**src/rtl/core/setq_pkg.sv**
```systemverilog
package setq_pkg;

   localparam int CAPACITY_DEFAULT    = 32;
   localparam int HANDLE_BITS_DEFAULT = 16;
   localparam int MAX_RESULTS         = 32;
   localparam int RESULT_CNT_W        = $clog2(MAX_RESULTS + 1);

   typedef enum logic [1:0] {
      OP_ADD    = 2'd0,
      OP_ADJUST = 2'd1,
      OP_DELETE = 2'd2,
      OP_TICK   = 2'd3
   } op_type;

   typedef enum logic [2:0] {
      STAT_OK        = 3'd0,
      STAT_FULL      = 3'd1,
      STAT_NOT_FOUND = 3'd2,
      STAT_EXPIRED   = 3'd3,
      STAT_NONE      = 3'd4,
      STAT_DUP       = 3'd5
   } status_type;

   // where the handle of a result comes from
   typedef enum logic [1:0] {
      HSRC_REQ  = 2'd0,
      HSRC_HEAD = 2'd1,
      HSRC_ZERO = 2'd2
   } hsrc_type;

   typedef struct packed {
      op_type      op;
      logic [15:0] handle;
      logic [31:0] expire_time;
      logic [31:0] now;
   } req_type;

   typedef struct packed {
      status_type  status;
      logic [15:0] out_handle;
      logic        last;
   } rsp_type;

   typedef struct packed {
      logic       capture;
      logic       lookup;
      logic       remove;
      logic       insert;
      logic       pop;
      logic       rsp_load;
      status_type rsp_status;
      hsrc_type   rsp_hsrc;
      logic       rsp_last;
   } ctrl_cmd_type;

   typedef struct packed {
      op_type op;
      logic   found;
      logic   full;
      logic   pop_ok;
      logic   pop_more;
   } ctrl_status_type;

endpackage

```
**src/rtl/core/setq_ctrl.sv**
```systemverilog
module setq_ctrl (
   input  logic                      clock,
   input  logic                      reset,
   input  logic                      start,
   output logic                      busy,
   input  setq_pkg::ctrl_status_type status,
   output setq_pkg::ctrl_cmd_type    cmd
);
   import setq_pkg::*;

   typedef enum logic [4:0] {
      ST_IDLE   = 5'b00001,
      ST_CHECK  = 5'b00010,
      ST_REMOVE = 5'b00100,
      ST_INSERT = 5'b01000,
      ST_POP    = 5'b10000
   } state_type;

   state_type state_ff, state_in;

   assign busy = (state_ff != ST_IDLE);

   always_comb begin
      cmd      = '0;
      state_in = state_ff;
      case (state_ff)
         ST_IDLE: begin
            if (start) begin
               cmd.capture = 1'b1;
               state_in    = ST_CHECK;
            end
         end
         ST_CHECK: begin
            cmd.lookup   = 1'b1;
            cmd.rsp_hsrc = HSRC_REQ;
            cmd.rsp_last = 1'b1;
            case (status.op)
               OP_ADD: begin
                  if (status.found) begin
                     cmd.rsp_load   = 1'b1;
                     cmd.rsp_status = STAT_DUP;
                     state_in       = ST_IDLE;
                  end else if (status.full) begin
                     cmd.rsp_load   = 1'b1;
                     cmd.rsp_status = STAT_FULL;
                     state_in       = ST_IDLE;
                  end else begin
                     state_in = ST_INSERT;
                  end
               end
               OP_ADJUST, OP_DELETE: begin
                  if (!status.found) begin
                     cmd.rsp_load   = 1'b1;
                     cmd.rsp_status = STAT_NOT_FOUND;
                     state_in       = ST_IDLE;
                  end else begin
                     state_in = ST_REMOVE;
                  end
               end
               default: begin
                  state_in = ST_POP;
               end
            endcase
         end
         ST_REMOVE: begin
            cmd.remove = 1'b1;
            if (status.op == OP_ADJUST) begin
               state_in = ST_INSERT;
            end else begin
               cmd.rsp_load   = 1'b1;
               cmd.rsp_status = STAT_OK;
               cmd.rsp_hsrc   = HSRC_REQ;
               cmd.rsp_last   = 1'b1;
               state_in       = ST_IDLE;
            end
         end
         ST_INSERT: begin
            cmd.insert     = 1'b1;
            cmd.rsp_load   = 1'b1;
            cmd.rsp_status = STAT_OK;
            cmd.rsp_hsrc   = HSRC_REQ;
            cmd.rsp_last   = 1'b1;
            state_in       = ST_IDLE;
         end
         ST_POP: begin
            cmd.rsp_load = 1'b1;
            if (status.pop_ok) begin
               cmd.pop        = 1'b1;
               cmd.rsp_status = STAT_EXPIRED;
               cmd.rsp_hsrc   = HSRC_HEAD;
               cmd.rsp_last   = !status.pop_more;
               if (!status.pop_more) begin
                  state_in = ST_IDLE;
               end
            end else begin
               // only reached before the first pop: nothing has expired
               cmd.rsp_status = STAT_NONE;
               cmd.rsp_hsrc   = HSRC_ZERO;
               cmd.rsp_last   = 1'b1;
               state_in       = ST_IDLE;
            end
         end
         default: begin
            state_in = ST_IDLE;
         end
      endcase
   end

   always_ff @(posedge clock) begin
      if (reset) begin
         state_ff <= ST_IDLE;
      end else begin
         state_ff <= state_in;
      end
   end

`ifndef SYNTHESIS
   a_accept_to_check: assert property (@(posedge clock) disable iff (reset)
      (start && !busy) |=> (state_ff == ST_CHECK))
      else $error("accepted transfer did not enter lookup");

   a_insert_not_full: assert property (@(posedge clock) disable iff (reset)
      cmd.insert |-> !status.full)
      else $error("insert into a full store");

   a_last_ends_item: assert property (@(posedge clock) disable iff (reset)
      (cmd.rsp_load && cmd.rsp_last) |=> (state_ff == ST_IDLE))
      else $error("controller still busy after final result");
`endif

endmodule

```
**config.mk**
```make
export PLATFORM = sky130hd
export DESIGN_NAME = setq_ctrl
export DESIGN_NICKNAME = d
export VERILOG_FILES = /design/src/rtl/core/setq_pkg.sv /design/src/rtl/core/setq_ctrl.sv
export SDC_FILE = /design/constraint.sdc
export NUM_CORES = 1
export LEC_CHECK = 0
export ABC_AREA = 1
export BUFFER_PORTS_ARGS = -buffer_cell sky130_fd_sc_hd__buf_2
export CAP_MARGIN = 20
export CORE_AREA = 4 4 41 43
export CTS_CLUSTER_SIZE = 16
export DETAILED_ROUTE_END_ITERATION = 12
export DIE_AREA = 0 0 45 47
export MAX_ROUTING_LAYER = met4
export SYNTH_ARGS = -nofsm -noshare
export SYNTH_HDL_FRONTEND = slang
export SYNTH_SLANG_ARGS = --single-unit
```
**constraint.sdc**
```tcl
create_clock -name clock -period 1.5 [get_ports clock]
set_input_delay 0.3 -clock clock [delete_from_list [all_inputs] [get_ports clock]]
set_output_delay 0.3 -clock clock [all_outputs]
set_load 0.02 [all_outputs]
```
==> results.sh <==
export IMPL_slowest_stage="dfxtp_2"
export IMPL_ios=22
export IMPL_powerDensity_nw_per_um2=569
export IMPL_ys_types=20
export IMPL_slowest_delay_ns=0.33
export IMPL_dr_pass1_iters=4
export IMPL_p_switching_w=0.000140
export IMPL_portBuffers=21
export IMPL_slew_headroom_pct=84.7
export IMPL_power_w=0.000444
export IMPL_switching_share_pct=31.6
export IMPL_synth_compound_area_share_pct=10.8
export IMPL_fillers=136
export IMPL_irDropWorstVdd_mv=0.399
export IMPL_drv_cap=0
export IMPL_synth_net_count=84
export IMPL_p_seq_share_pct=33.4
export IMPL_critPathArrivalTime_ns=1.32
export IMPL_cts_path_max_buffers=2
export IMPL_cpMostUsedCell="nor2_4"
export IMPL_dpl_cell_count=113
export IMPL_required_ns=1.20
export IMPL_final_util_pct=60.0
export IMPL_coreArea_um2=1300
export IMPL_clock_latency_ns=0.24
export IMPL_grt_pass1_vias=536
export IMPL_cp_top_family="simple AND/OR/NAND/NOR gates"
export IMPL_via_per_inst=4.62
export IMPL_num_rows=13
export IMPL_synth_top_family_by_area="simple AND/OR/NAND/NOR gates"
export IMPL_synth_xor_xnor_area_share_pct=0
export IMPL_power_leakage_nw=0.421
export IMPL_antennaDiodeCount=0
export IMPL_vias=564
export IMPL_synthCells=72
export IMPL_grt_max_degree=6
export IMPL_finalClockSkew_ns=0.00396
export IMPL_postRouteAntennaNets=0
export IMPL_final_nets=120
export IMPL_die_area_um2=2120
export IMPL_gp_congestion=0.758
export IMPL_synth_mux_area_share_pct=0
export IMPL_die_w_um=45
export IMPL_cp_num_buf_inv=1
export IMPL_tritoncts="yes"
export IMPL_drive_above_1_share_pct=55.1
export IMPL_antenna_found_initial=0
export IMPL_grt_overflow_total=0
export IMPL_cp_max_fo=4
export IMPL_failed_checks="setup timing"
export IMPL_dp_slack_ns=-0.0757
export IMPL_worst_pin_slew_ns=0.227
export IMPL_p_int_w=0.000304
export IMPL_slew_viol_final=0
export IMPL_tns_ns=-0.623
export IMPL_wl_per_cell_um=9.95
export IMPL_largest_reg_flops=5
export IMPL_place_hpwl_um=943
export IMPL_die_h_um=47
export IMPL_final_cells=122
export IMPL_grt_pass1_wl_mm=2.08
export IMPL_setup_ws_ns=-0.118
export IMPL_final_common_cell="buf_4"
export IMPL_synth_top_area_share_pct=21.5
export IMPL_mostFrequentLayoutCells="buf_4, inv_1, buf_2"
export IMPL_cts_sinks=5
export IMPL_top_regs="state_ff (5)"
export IMPL_path_class="reg2out"
export IMPL_cts_max_level=1
export IMPL_yosys_top_cells_area="dfxtp_1, inv_1, nand3_1, ha_1, nand2_1"
export IMPL_finalCritPeriodShare_pct=108
export IMPL_wl_mm=1.21
export IMPL_startpoint_type="register"
export IMPL_track_usage_pct=13.7
export IMPL_clk_pin_slew_ns=0.04
export IMPL_hold_violations=0
export IMPL_hold_class="in2reg"
export IMPL_clkPwrFrac_pct=34.5
export IMPL_drc=0
export IMPL_cts_buffers=3
export IMPL_synth_top_area_cell="dfxtp_1"
export IMPL_power_frac_comb_pct=32.1
export IMPL_yosys_area_share_adder_pct=8.06
export IMPL_synthToLayoutAreaGrowth_pct=67.7
export IMPL_fmax_ghz=0.618
export IMPL_initial_core_util_pct=35.8
export IMPL_synth_area_per_cell_um2=6.46
export IMPL_status="finished with violations"
export IMPL_yosysWarnings=0
export IMPL_synth_seq_cells=5
export IMPL_yosysSeqAreaShare_pct=21.5
export IMPL_synthSimpleGateAreaFrac_pct=45.2
export IMPL_cts_root_buf="clkbuf_4"
export IMPL_rsz0062_at_grt="true"
export IMPL_drt_iter0_markers=6
export IMPL_netlist_area_um2=465
export IMPL_regMostFlops="state_ff"
export IMPL_endpoint_kind="primary output"
export IMPL_fin_crit_ns=1.62
export IMPL_final_setup_viol_count=9
export IMPL_path_cells="nor2_4 -> nand2_2 -> nor2_4 -> nand3b_1 -> o2111ai_2 -> buf_4"
==> worst paths after layout <==
| check | from | endpoint | slack, ns | cells past startpoint |
|---|---|---|---|---|
| setup reg to reg | state_ff[3] | state_ff[0] | 0.16 | 10 |
| setup / recovery | state_ff[3] | cmd[6] | -0.12 | 6 |
| hold reg to reg | state_ff[1] | state_ff[1] | 0.59 | 3 |
| hold / removal | reset | state_ff[4] | 0.27 | 2 |
==> cell type report <==
cell class / count / area (um2) / share of cell area, %
clock buffer: 4 / 26.3 / 3.37
inverter: 16 / 60.1 / 7.69
multi-input combinational: 50 / 339 / 43.4
sequential: 5 / 108 / 13.8
tap: 15 / 18.8 / 2.40
timing repair buffer: 32 / 229 / 29.3
==> cells by family after synthesis <==
group           after synthesis
flops                         5
buf+inv                      17
simple gates                 39
fa+ha+maj                     3
compound gates                8
==> per-layer routing <==
layer / wire, um / part of all wire (%) / vias to the layer above / GRT usage (%)
met2: 644 / 53 / 12 / 24.9
met5: 0 / 0 / - / -
met3: 74 / 6.1 / 0 / 3.45
met4: 0 / 0 / 0 / 3.51
met1: 496 / 41 / 253 / 14.8
li1: - / - / 299 / -
==> synthesized netlist by cell type <==
| cell | instances |
|---|---|
| nand3_1 | 8 |
| buf_4 | 1 |
| nor2_2 | 2 |
| a31o_2 | 1 |
| inv_2 | 3 |
| nand2_2 | 2 |
| or2_2 | 1 |
| nand3b_1 | 1 |
| ha_1 | 3 |
| nand3_2 | 2 |
| nor2_4 | 3 |
| dfxtp_1 | 5 |
| nand2_1 | 9 |
| inv_1 | 13 |
| a21oi_1 | 3 |
| o21ai_0 | 2 |
| nor2_1 | 9 |
| o2111ai_1 | 1 |
| nor3_1 | 2 |
| o31ai_1 | 1 |
==> power by group through the flow <==
| stage | Sequential [W] | Combinational, W | Clock, W |
|---|---|---|---|
| finish | 0.000148 | 0.000142 | 0.000153 |
| global route | 0.000149 | 0.000160 | 0.000165 |
| CTS | 0.000148 | 0.000138 | 0.000162 |
| detailed placement | 0.000149 | 0.000125 | 0 |
| global placement | 0.000148 | 0.000123 | 0 |
| floorplan | 0.000148 | 0.0000758 | 0 |
==> worst register-to-register path: stages, from the launching register on <==
cell and delay (ns):
dfxtp_2 0.33, nor2_4 0.18, nand3_4 0.12, nor2_4 0.14, buf_6 0.11, buf_4 0.10, nand2_2 0.06, nand2_2 0.07
inv_2 0.03, nand2_1 0.05, nand2_1 0.04
==> per-stage QoR <==
| step | hold slack (ns) | cell area (um2) |
|---|---|---|
| 6_report | 0.274 | 781 |
| 5_1_grt | 0.290 | 781 |
| 4_1_cts | 0.259 | 753 |
| 3_5_place_dp | 0.523 | 627 |
| 3_3_place_gp | 0.523 | 627 |
| 2_1_floorplan | 0.369 | 465 |
==> repair_timing <==
action                                  4_1_cts  5_1_grt
pin swaps                                     6        4
endpoints found under the setup margin        8       12
resized for setup                            22        6
setup buffers                                 4        1
hold buffers                                  0        0
Note: power is estimated with default switching activity, not from simulation.
